==> config.mk <==
export PLATFORM = sky130hd
export DESIGN_NAME = srbs_front_flat
export DESIGN_NICKNAME = d
export VERILOG_FILES = /design/src/rtl/srbs_pkg.sv /design/src/rtl/srbs_in_if.sv /design/src/rtl/srbs_front.sv /design/src/flat_wrapper.sv
export SDC_FILE = /design/constraint.sdc
export NUM_CORES = 1
export LEC_CHECK = 0
export BUFFER_PORTS_ARGS = -buffer_cell sky130_fd_sc_hd__buf_2
export CORE_AREA = 2 2 64 66
export DETAILED_ROUTE_END_ITERATION = 8
export DIE_AREA = 0 0 66 68
export PLACE_DENSITY = 0.76
export SETUP_SLACK_MARGIN = 0.2
export SYNTH_ARGS = -nofsm -noshare
export SYNTH_HDL_FRONTEND = slang
export SYNTH_SLANG_ARGS = --single-unit
==> constraint.sdc <==
create_clock -name vclk -period 1.5
set_clock_uncertainty 0.15 [all_clocks]
set_input_delay 0.15 -clock vclk [all_inputs]
set_output_delay 0.15 -clock vclk [all_outputs]
set_load 0.005 [all_outputs]
==> src/rtl/srbs_pkg.sv <==
`timescale 1ns / 1ps

package srbs_pkg;

  // Field widths of the item and result channels
  localparam int OP_W  = 2;
  localparam int IDX_W = 10;
  localparam int POS_W = 11;
  localparam int VAL_W = 32;

  // Item opcodes
  localparam logic [OP_W-1:0] OP_WRITE  = 2'd0;
  localparam logic [OP_W-1:0] OP_AFTER  = 2'd1;
  localparam logic [OP_W-1:0] OP_BEFORE = 2'd2;

  // Flip the sign bit: signed order becomes unsigned order
  localparam logic [VAL_W-1:0] SIGN_FLIP = 32'h8000_0000;

  // Command kinds passed from front to back
  localparam int KIND_W = 3;
  localparam logic [KIND_W-1:0] CMD_WRITE  = 3'd0;
  localparam logic [KIND_W-1:0] CMD_AFTER  = 3'd1;
  localparam logic [KIND_W-1:0] CMD_BEFORE = 3'd2;
  localparam logic [KIND_W-1:0] CMD_DIRECT = 3'd3;
  localparam logic [KIND_W-1:0] CMD_ERROR  = 3'd4;

  // pos_a: write index, range start or direct result; pos_b: range end;
  // key: stored key or target key
  typedef struct packed {
    logic [KIND_W-1:0] kind;
    logic [POS_W-1:0]  pos_a;
    logic [POS_W-1:0]  pos_b;
    logic [VAL_W-1:0]  key;
  } cmd_t;

endpackage

==> src/rtl/srbs_in_if.sv <==
`timescale 1ns / 1ps

interface srbs_in_if import srbs_pkg::*; ();
  logic                    valid;
  logic                    ready;
  logic [OP_W-1:0]         opcode;
  logic [IDX_W-1:0]        write_index;
  logic signed [VAL_W-1:0] write_value;
  logic [IDX_W-1:0]        range_start;
  logic [POS_W-1:0]        range_end;
  logic signed [VAL_W-1:0] target;

  modport source (
    output valid, opcode, write_index, write_value, range_start, range_end, target,
    input  ready
  );
  modport sink (
    input  valid, opcode, write_index, write_value, range_start, range_end, target,
    output ready
  );
endinterface

==> src/rtl/srbs_front.sv <==
`timescale 1ns / 1ps

module srbs_front import srbs_pkg::*; #(
  parameter int STORE_DEPTH = 1024
) (
  srbs_in_if.sink req,
  output logic    push_valid,
  input  logic    push_ready,
  output cmd_t    push_cmd
);

  localparam logic [17:0] DEPTH_W = 18'(STORE_DEPTH);

  logic [17:0] idx_w;
  logic [17:0] end_w;
  logic [POS_W-1:0] start_p;
  logic keep;

  assign idx_w   = {8'b0, req.write_index};
  assign end_w   = {7'b0, req.range_end};
  assign start_p = {1'b0, req.range_start};

  // Classify the item; drop writes outside the store and unused opcodes
  always_comb begin
    keep           = 1'b1;
    push_cmd.kind  = CMD_ERROR;
    push_cmd.pos_a = start_p;
    push_cmd.pos_b = req.range_end;
    push_cmd.key   = req.target ^ SIGN_FLIP;
    case (req.opcode)
      OP_WRITE: begin
        push_cmd.kind  = CMD_WRITE;
        push_cmd.pos_a = {1'b0, req.write_index};
        push_cmd.key   = req.write_value ^ SIGN_FLIP;
        keep           = (idx_w < DEPTH_W);
      end
      OP_AFTER: begin
        if (start_p > req.range_end || end_w > DEPTH_W) begin
          push_cmd.kind = CMD_ERROR;
        end else if (start_p == req.range_end) begin
          push_cmd.kind = CMD_DIRECT;
        end else begin
          push_cmd.kind = CMD_AFTER;
        end
      end
      OP_BEFORE: begin
        if (start_p > req.range_end || end_w >= DEPTH_W) begin
          push_cmd.kind = CMD_ERROR;
        end else begin
          push_cmd.kind = CMD_BEFORE;
        end
      end
      default: begin
        keep = 1'b0;
      end
    endcase
  end

  assign req.ready  = push_ready;
  assign push_valid = req.valid && keep;

endmodule

==> src/flat_wrapper.sv <==
// flat-port wrapper written by rule: the top's interface ports become plain ports
module srbs_front_flat import srbs_pkg::*;
#(
  parameter int STORE_DEPTH = 1024
)
  (push_valid, push_ready, push_cmd, req_valid, req_opcode, req_write_index, req_write_value, req_range_start, req_range_end, req_target, req_ready);
  srbs_in_if req_i ();
  output logic push_valid;
  input  logic push_ready;
  output cmd_t push_cmd;
  input wire logic [$bits(req_i.valid)-1:0] req_valid;
  input wire logic [$bits(req_i.opcode)-1:0] req_opcode;
  input wire logic [$bits(req_i.write_index)-1:0] req_write_index;
  input wire logic [$bits(req_i.write_value)-1:0] req_write_value;
  input wire logic [$bits(req_i.range_start)-1:0] req_range_start;
  input wire logic [$bits(req_i.range_end)-1:0] req_range_end;
  input wire logic [$bits(req_i.target)-1:0] req_target;
  output wire logic [$bits(req_i.ready)-1:0] req_ready;
  assign req_i.valid = req_valid;
  assign req_i.opcode = req_opcode;
  assign req_i.write_index = req_write_index;
  assign req_i.write_value = req_write_value;
  assign req_i.range_start = req_range_start;
  assign req_i.range_end = req_range_end;
  assign req_i.target = req_target;
  assign req_ready = req_i.ready;
  srbs_front #(.STORE_DEPTH(STORE_DEPTH)) u_core (.req(req_i), .push_valid(push_valid), .push_ready(push_ready), .push_cmd(push_cmd));
endmodule
==> results.json <==
{
  "antenna_found_initial": 0,
  "die_area_sq_um": 4488,
  "start_kind": "input pin",
  "fmax_mhz": 547.8,
  "leakage_uw": 0.001439,
  "dp_cells": 316,
  "die-width_um": 66,
  "synth_area_sq_um": 977.2,
  "peakVddDrop_v": 0.0001566,
  "dp.final_hpwl_um": 3264,
  "synth_area_leaders": "mux2_2 (43%), ha_1 (13%), buf_4 (10%)",
  "finalWeightedCongestion": 0.7569,
  "cp_num_buf_inv": 3,
  "holdPathStages": 0,
  "seqCellArea_sq_um": 0,
  "met1_usage_pct": 22.75,
  "drt_iter0_drc": 18,
  "status": "finished, violations left",
  "nClkBuffers": 0,
  "core_sq_um": 3856,
  "rows": 23,
  "port_buffers": 155,
  "path_cells": "buf_8 > inv_8 > ha_4 > a211oi_2 > or3_4 > mux2_4 > o21a_1 > buf_2",
  "busiest_layer": "met2",
  "overflow": 0,
  "yosysMostFrequentCell": "mux2_2",
  "timing.final.ws_setup_ns": -0.3255,
  "fin_crit_sh_pct": 121.7,
  "violations": "setup timing",
  "worst-path-stages": 8,
  "antennaDiodeCount": 0,
  "slowest_stage": "or3_4",
  "final_cells": 332,
  "power_density_nw_per_um2": 319.2,
  "drtAntennaViolNets": 0,
  "synth_commonest_cells": "mux2_2 (37), buf_4 (13), ha_1 (10), inv_1 (10)",
  "hold_path_class": "input pin to output port",
  "synth_top_cell_area_share_pct": 42.64,
  "arrival_ns": 1.53,
  "drv_cap": 0,
  "io-pin-count": 158,
  "use_met3_pct": 2.303,
  "end_kind": "output port",
  "cts_hold_buf": 0,
  "synth_warnings": 0,
  "wl_per_cell_um": 16.03,
  "grt_pass1_vias": 1611,
  "drive_gt1_share_pct": 89.01,
  "die_y_um": 68,
  "final_nets": 393,
  "hold-worst-slack_ns": 0.1500,
  "grt_start_max_net_pins": 8,
  "setup_viol": 3,
  "fill_cells": 293,
  "crit_required_ns": 1.20,
  "first_pass_iters": 4,
  "crit_fanout": 3,
  "power.total_uw": 871.4,
  "design.seq.count": 0,
  "grtUsageMet2_pct": 45.33,
  "critPathMaxStageDelay_ns": 0.34,
  "synth_cells": 114,
  "finalHoldViolCount": 0,
  "critPathTopFamily": "simple AND/OR/NAND/NOR gates",
  "place_ws_ns": -0.4458,
  "track_usage_pct": 21.27,
  "slew_viol_final": 0,
  "routed_wl_um": 5323,
  "syn_to_final_growth_pct": 179.4,
  "period_minus_slack_ns": 1.825,
  "via_per_inst": 4.723,
  "drc": 0,
  "synth_cell_types": 29,
  "grt_pass1_wl_um": 7507,
  "yosysSeqAreaShare_pct": 0,
  "syn_nets": 223,
  "avgSynthCellArea_sq_um": 8.572,
  "crit_type": "input pin to output port",
  "initial_utilization_pct": 25.34,
  "yosysTopAreaCell": "mux2_2",
  "grt_setup_unrepaired": "true",
  "vias": 1568
}
-- kinds of logic after synthesis --
group | synth area share [%]
AND/OR/NAND/NOR | 10.88
multiplexers | 48.65
buffers and inverters | 15.88
other | 0.3838
AO/OA/AOI/OAI | 11.40
adder cells (fa/ha/maj) | 12.80
-- layout make-up --
type | count | area, sq um | area share [%]
Timing Repair Buffer | 185 | 1509 | 55.27
Multi-Input combinational cell | 87 | 1106 | 40.51
Inverter | 10 | 52.55 | 1.925
Tap cell | 50 | 62.56 | 2.291
-- through the flow --
stage          util [%]  area [sq um]  setup TNS, ns
2_1_floorplan         -          1011        -0.2374
3_3_place_gp      48.09          1854        -0.9592
3_5_place_dp      48.09          1854         -1.006
4_1_cts           70.25          2709        -0.7062
5_1_grt           70.80          2730         -1.494
6_report          70.80          2730        -0.7653
-- per-layer routing --
metal  part of all wire, %  wire length, um  up-vias
met5                     0                0        -
met4                   1.0               53        0
met3                   6.5              344        6
met2                    58             3100       86
met1                    34             1826      734
li1                      -                -      742
-- final timing paths --
check | start | to | slack, ns
worst min-delay path | push_ready | req_ready | 0.15
worst max-delay path | req_range_end[8] | push_cmd[54] | -0.33
-- report_power, final --
part	switching, uW	leakage (uW)	internal, uW
clock network	0	0	0
logic	296	0.00144	576
registers	0	0	0
-- cell usage in the layout (no fill, tap or decap), types with 2 or more instances in the layout --
cell type,count
ha_1,2
nand3_1,3
nand4_1,2
buf_2,101
inv_2,4
buf_6,54
inv_1,2
a21oi_1,3
inv_4,3
buf_4,16
buf_8,7
ha_4,8
mux2_4,41
o21a_1,3
buf_16,4
o21ai_1,2
nor2_1,3
buf_12,3
nor4_1,2
-- what timing repair did --
action | in CTS | in global routing
gates cloned | 4 | 0
endpoints found under the setup margin | 43 | 45
setup buffers | 12 | 0
resized for setup | 134 | 6
pin swaps | 13 | 10
No activity file was read; power rests on OpenSTA's default activity.
