<file path="src/rtl/srbs_pkg.sv">
`timescale 1ns / 1ps

package srbs_pkg;

  // Field widths of the item and result channels
  localparam int OP_W  = 2;
  localparam int IDX_W = 10;
  localparam int POS_W = 11;
  localparam int VAL_W = 32;

  // Item opcodes
  localparam logic [OP_W-1:0] OP_WRITE  = 2'd0;
  localparam logic [OP_W-1:0] OP_AFTER  = 2'd1;
  localparam logic [OP_W-1:0] OP_BEFORE = 2'd2;

  // Flip the sign bit: signed order becomes unsigned order
  localparam logic [VAL_W-1:0] SIGN_FLIP = 32'h8000_0000;

  // Command kinds passed from front to back
  localparam int KIND_W = 3;
  localparam logic [KIND_W-1:0] CMD_WRITE  = 3'd0;
  localparam logic [KIND_W-1:0] CMD_AFTER  = 3'd1;
  localparam logic [KIND_W-1:0] CMD_BEFORE = 3'd2;
  localparam logic [KIND_W-1:0] CMD_DIRECT = 3'd3;
  localparam logic [KIND_W-1:0] CMD_ERROR  = 3'd4;

  // pos_a: write index, range start or direct result; pos_b: range end;
  // key: stored key or target key
  typedef struct packed {
    logic [KIND_W-1:0] kind;
    logic [POS_W-1:0]  pos_a;
    logic [POS_W-1:0]  pos_b;
    logic [VAL_W-1:0]  key;
  } cmd_t;

endpackage

</file>
<file path="src/rtl/srbs_queue.sv">
`timescale 1ns / 1ps

module srbs_queue import srbs_pkg::*; (
  input  logic clk,
  input  logic rst,
  input  logic push_valid,
  output logic push_ready,
  input  cmd_t push_cmd,
  output logic pop_valid,
  input  logic pop_ready,
  output cmd_t pop_cmd
);

  cmd_t       slots [2];
  logic       wr_ptr;
  logic       rd_ptr;
  logic [1:0] count;
  logic       do_push;
  logic       do_pop;

  assign push_ready = (count != 2'd2);
  assign pop_valid  = (count != 2'd0);
  assign pop_cmd    = slots[rd_ptr];
  assign do_push    = push_valid && push_ready;
  assign do_pop     = pop_valid && pop_ready;

  always_ff @(posedge clk) begin
    if (do_push) begin
      slots[wr_ptr] <= push_cmd;
    end
  end

  always_ff @(posedge clk) begin
    if (rst) begin
      wr_ptr <= 1'b0;
      rd_ptr <= 1'b0;
      count  <= 2'd0;
    end else begin
      if (do_push) begin
        wr_ptr <= ~wr_ptr;
      end
      if (do_pop) begin
        rd_ptr <= ~rd_ptr;
      end
      if (do_push && !do_pop) begin
        count <= count + 2'd1;
      end else if (do_pop && !do_push) begin
        count <= count - 2'd1;
      end
    end
  end

endmodule

</file>
<file path="config.mk">
export PLATFORM = sky130hd
export DESIGN_NAME = srbs_queue
export DESIGN_NICKNAME = d
export VERILOG_FILES = /design/src/rtl/srbs_pkg.sv /design/src/rtl/srbs_queue.sv
export SDC_FILE = /design/constraint.sdc
export NUM_CORES = 1
export LEC_CHECK = 0
export ABC_AREA = 1
export BUFFER_PORTS_ARGS = -buffer_cell sky130_fd_sc_hd__clkbuf_2
export CAP_MARGIN = 20
export CORE_UTILIZATION = 25
export DETAILED_ROUTE_END_ITERATION = 12
export GPL_ROUTABILITY_DRIVEN = 1
export SLEW_MARGIN = 25
export SYNTH_ARGS = -nofsm -noshare
export SYNTH_HDL_FRONTEND = slang
export SYNTH_SLANG_ARGS = --single-unit
</file>
<file path="constraint.sdc">
create_clock -name clk -period 8.98 [get_ports clk]
set_clock_uncertainty 0.05 [all_clocks]
set_input_delay 0.449 -clock clk [delete_from_list [all_inputs] [get_ports clk]]
set_output_delay 0.449 -clock clk [all_outputs]
set_load 0.01 [all_outputs]
</file>
==> flow_summary.toml, run 1 <==
[outcome]
status = "finished clean"

[routing]
wl_um = 8057
drc = 0
vias_per_cell = 3.995
drtIter0Drc = 81
dr_total_vias = 2333
routedWlPerCell_um = 13.80
ant_nets = 0
drtPass1Iterations = 4

[critical_path]
crit_chain = "mux2_2 > clkbuf_2"
cp.required_ns = 8.48
r2r_start = "count[0]"
crit_end = "pop_cmd[53]"
max_stage_delay_ns = 0.97
critPathMaxFanout = 57
ff2ff_path_depth = 5
cpMaxStageDelayCell = "dfxtp_4"
critPathBufInv = 1
crit_family = "flip-flops"
arrival_ns = 1.96
path_depth = 2
rr_endpoint = "slots[1][32]"
critPathCaptureType = "primary output"
start_kind = "flop"
crit_type = "reg2out"
r2r_slack_ns = 7.09

[sta]
slew_headroom_pct = 36.02
whs_ns = 0.1860
fmax_mhz = 407.0
rsz0062_at_grt = "no"
worst_pin_slew_ns = 0.9597
period_needed_ns = 2.457
hold_violations = 0
tns_ns = 0
min_period_over_period_pct = 27.36
drv_slew = 0
setup_viol = 0

[floorplanning]
fp.dieH_um = 135.7
die-width_um = 135.7
core_um2 = 17360
start_util_pct = 25.76
rows = 48
die_area_um2 = 18430
pin_count = 120

[final_layout]
final_cells = 584
diodes = 0
area_growth_pct = 31.79
fin_nets = 410
postLayoutCoreUtil_pct = 33.95
design_area_um2 = 5893
layout-drive-gt1-share_pct = 57.66

[synth]
syn_area_um2 = 4472
synth_most_common_cell = "edfxtp_1"
syn_inst = 214
seq_area_frac_synth_pct = 78.79
synth_common_cells = "edfxtp_1, mux2_4, mux2_2"
syn_area_per_cell_um2 = 20.90
async_flop_share_pct = 0
yosysUniqueCellTypes = 14
synthTopCellsByArea = "edfxtp_1, mux2_4, mux2_2"
synthFlopType = "edfxtp_1"
ys_warn_count = 0
yosysTopAreaCellShare_pct = 76.55
synth-edff-count = 114
synth_nets = 276
yosys.area.top_type = "edfxtp_1"
synth-seq-cells = 119

[clocking]
cts_buffers = 17
cts_hold_buf = 0
ctsResizeCount = 0
h-tree-depth = 4
clock_sinks = 119
insertion_delay_ns = 0.40
cts_tree = "done"
cts-root-buf = "clkbuf_16"
clk_pin_slew_ns = 0.05
cts_buffer_depth = 2
postCtsSetupBuffers = 0

[placed_design]
dpl-instance-area_um2 = 5328
hpwl_um = 5122
port_buffers = 119
placed_cells = 554
gp_congestion = 0.6731

[global_routing]
grt_max_degree = 58
gr-total-overflow = 0
grt_pass1_wl_um = 11960
grtUsageTotal_pct = 8.953
grt_pass1_vias = 2432
antenna_found_initial = 0

[hold_path]
hp-start = "push_cmd[18]"
worst_hold_path_type = "in2reg"

[power_and_ir_drop]
worst_ir_drop_vdd_v = 0.0002143
leakage_nw = 2.290
power_density_nw_per_um2 = 295.8

[run]
cap_violations = 0
-- through the flow --
stage          setup WS, ns  total power, mW
6_report              6.523            1.743
3_5_place_dp          6.901            1.114
4_1_cts               6.445            1.773
3_3_place_gp          6.913            1.107
5_1_grt               6.375            1.826
2_1_floorplan         5.460           0.9856
-- layout by cell type (no fill, tap or decap), types with 2 or more instances in the layout --
cell | netlist | final
clkinvlp_4 | 0 | 2
clkinv_1 | 0 | 3
clkbuf_2 | 0 | 119
clkbuf_16 | 0 | 17
o21ai_0 | 2 | 2
nand3_1 | 2 | 2
inv_1 | 8 | 8
a21oi_1 | 2 | 2
mux2_2 | 27 | 27
edfxtp_1 | 114 | 114
bufinv_16 | 0 | 3
nor2_4 | 0 | 2
mux2_4 | 30 | 30
buf_4 | 0 | 2
dfxtp_1 | 5 | 4
nand2_1 | 9 | 9
nor2_1 | 7 | 5
clkinv_2 | 0 | 4
-- flip-flops by register name, indices dropped and copies added (netlist names), named ones only --
register / flops
count: 2
rd_ptr: 1
slots: 114
wr_ptr: 1
-- cell families after synthesis --
kind of cell               Yosys count  share of synthesized area (%)
and+or+nand+nor                     19                          1.707
adders and majority gates            1                         0.2798
buffers and inverters               14                          1.903
AOI/OAI and AO/OA                    4                         0.4477
DFF                                119                          78.79
muxes                               57                          16.87
-- per-layer routing --
layer  up-vias  track usage (%)  wire length (um)
li1       1095                -                 -
met1      1133            9.477              3302
met2        95            14.60              3935
met3        10            4.564               700
met4         0            4.494               119
met5         -                0                 0
-- where the power goes --
group / switching, mW / leakage (nW) / internal, mW
clock network: 0.222 / 0.274 / 0.427
logic: 0.164 / 0.911 / 0.172
registers: 0.0533 / 1.11 / 0.705
total: 0.440 / 2.29 / 1.30
-- layout make-up --
| cell class | count | area, um^2 |
|---|---|---|
| repair buffers | 121 | 610.6 |
| clock buffers | 18 | 429.2 |
| well taps | 225 | 281.5 |
| flip-flops and latches | 119 | 3527 |
| fillers | 1665 | 11460 |
| clock inverters | 12 | 136.4 |
| inverters | 8 | 30.03 |
| multi-input cells | 81 | 878.3 |
-- worst min-delay path by stage --
stage / end / cells after the start
after floorplan: flop / 2
after global placement: rd_ptr / 2
after detailed placement: rd_ptr / 2
after CTS: slots[0][18] / 1
after global routing: slots[0][15] / 1
final: slots[0][18] / 1
Power figures use the tool's default switching activity.
==> inputs of run 2 (changes only) <==
==> constraint.sdc (replaced) <==
create_clock -name clk -period 2.45 [get_ports clk]
set_clock_uncertainty 0.05 [all_clocks]
set_input_delay 0.1225 -clock clk [delete_from_list [all_inputs] [get_ports clk]]
set_output_delay 0.1225 -clock clk [all_outputs]
set_load 0.01 [all_outputs]
==> flow_summary.toml, run 2 (same netlist as run 1, synthesis figures left out) <==
[outcome]
status = "finished clean"

[final_layout]
mostFrequentLayoutCell = "clkbuf_2"
regMostFlops = "slots"
layout_common_cells = "clkbuf_2, edfxtp_1, dlygate4sd3_1"
final_cells = 648
postLayoutCoreUtil_pct = 37.62
area_growth_pct = 46.03
largest_reg_flops = 114
layout-drive-gt1-share_pct = 49.88
fin_nets = 473
top_regs = "slots: 114 flops, count: 2 flops"
diodes = 0
num-fill-cells = 1638

[clocking]
h-tree-depth = 4
insertion_delay_ns = 0.40
cts_buffer_depth = 2
clk_pin_slew_ns = 0.05
ctsResizeCount = 0
cts-root-buf = "clkbuf_16"
cts_buffers = 17
cts_hold_buf = 59
clock_sinks = 119
cts_tree = "done"
postCtsSetupBuffers = 0

[sta]
setup_viol = 0
tns_ns = 0
min_period_over_period_pct = 79.49
drv_slew = 0
worst_slack_ns = 0.5026
period_needed_ns = 1.947
fmax_mhz = 513.5
slew_headroom_pct = 68.67
rsz0062_at_grt = "no"
hold_violations = 0
worst_pin_slew_ns = 0.4700

[critical_path]
crit_type = "reg2out"
r2r_slack_ns = 0.81
start_kind = "flop"
cpMaxStageDelayCell = "dfxtp_4"
r2r_start = "count[0]"
critPathMaxFanout = 23
max_stage_delay_ns = 0.58
cp.required_ns = 2.28
critPathCaptureType = "primary output"
crit_chain = "buf_4 > mux2_2 > clkbuf_2"
arrival_ns = 1.77

[power_and_ir_drop]
power_density_nw_per_um2 = 998.0
worst_ir_drop_vdd_v = 0.0004894
p_total_mw = 6.517
leakage_nw = 2.562

[floorplanning]
pin_count = 120
rows = 48
die_area_um2 = 18430
core_um2 = 17360
start_util_pct = 25.76
fp.dieH_um = 135.7
die-width_um = 135.7

[routing]
drtIter0Drc = 97
vias_per_cell = 3.951
routedWlPerCell_um = 13.48
dr_total_vias = 2560
drtPass1Iterations = 4
ant_nets = 0
drc = 0
wl_um = 8737

[global_routing]
gr-total-overflow = 0
antenna_found_initial = 0
met3_usage_pct = 4.153
grt_max_degree = 34
grtUsageMet1_pct = 10.18
met2_usage_pct = 16.95
grt_pass1_wl_um = 13190
grtUsageTotal_pct = 9.872
grt_pass1_vias = 2787
grt.busiest_layer = "met2"

[hold_path]
hp-start = "push_valid"
worst_hold_path_type = "in2reg"

[run]
cap_violations = 0

[placed_design]
placed_cells = 558
hpwl_um = 5627
gp_congestion = 0.6437
port_buffers = 119
place_ws_ns = 0.7912
run 2: cell types whose count changed in the layout (fill, tap and decap cells not counted), sizes merged:
cell / previous run / this run
buf: 2 / 6
clkinv: 7 / 6
dlygate4sd3: 0 / 59
clkbuf: 137 / 139
run 2: per-layer routing:
| metal | routed length (um) | vias up |
|---|---|---|
| met5 | 0 | - |
| met4 | 138 | 0 |
| met3 | 525 | 11 |
| met2 | 4522 | 85 |
| met1 | 3550 | 1247 |
| li1 | - | 1217 |
run 2: area by class of cell:
class                   count  area (um^2)  share of cell area [%]
inverters                   8        30.03                  0.4599
clock buffers              20        436.7                   6.687
well taps                 225        281.5                   4.311
clock inverters            11        132.6                   2.031
repair buffers            184         1244                   19.05
flip-flops and latches    119         3527                   54.01
multi-input cells          81        878.3                   13.45
run 2: through the flow:
| step | area, um^2 | hold slack [ns] |
|---|---|---|
| 5_1_grt | 6530 | 0.2119 |
| 3_3_place_gp | 5370 | 0.2624 |
| 4_1_cts | 6530 | 0.1629 |
| 3_5_place_dp | 5370 | 0.2650 |
| 6_report | 6530 | 0.1842 |
| 2_1_floorplan | 4477 | 0.1714 |
run 2: worst paths after layout:
path | endpoint | cells after the start
max | pop_cmd[4] | 3
min | wr_ptr | 4
max reg2reg | slots[1][31] | 5
min reg2reg | flop | 2
run 2: power breakdown:
group	switching, mW	internal, mW	total [mW]
combinational	0.712	0.714	1.43
sequential	0.118	2.58	2.70
clock	0.819	1.58	2.39
run 2: worst max-delay path: cells and delay by family, from the launching register on:
kind	cells	cell delay, ns
flops	1	0.58
buf+inv	2	0.43
mux	1	0.36
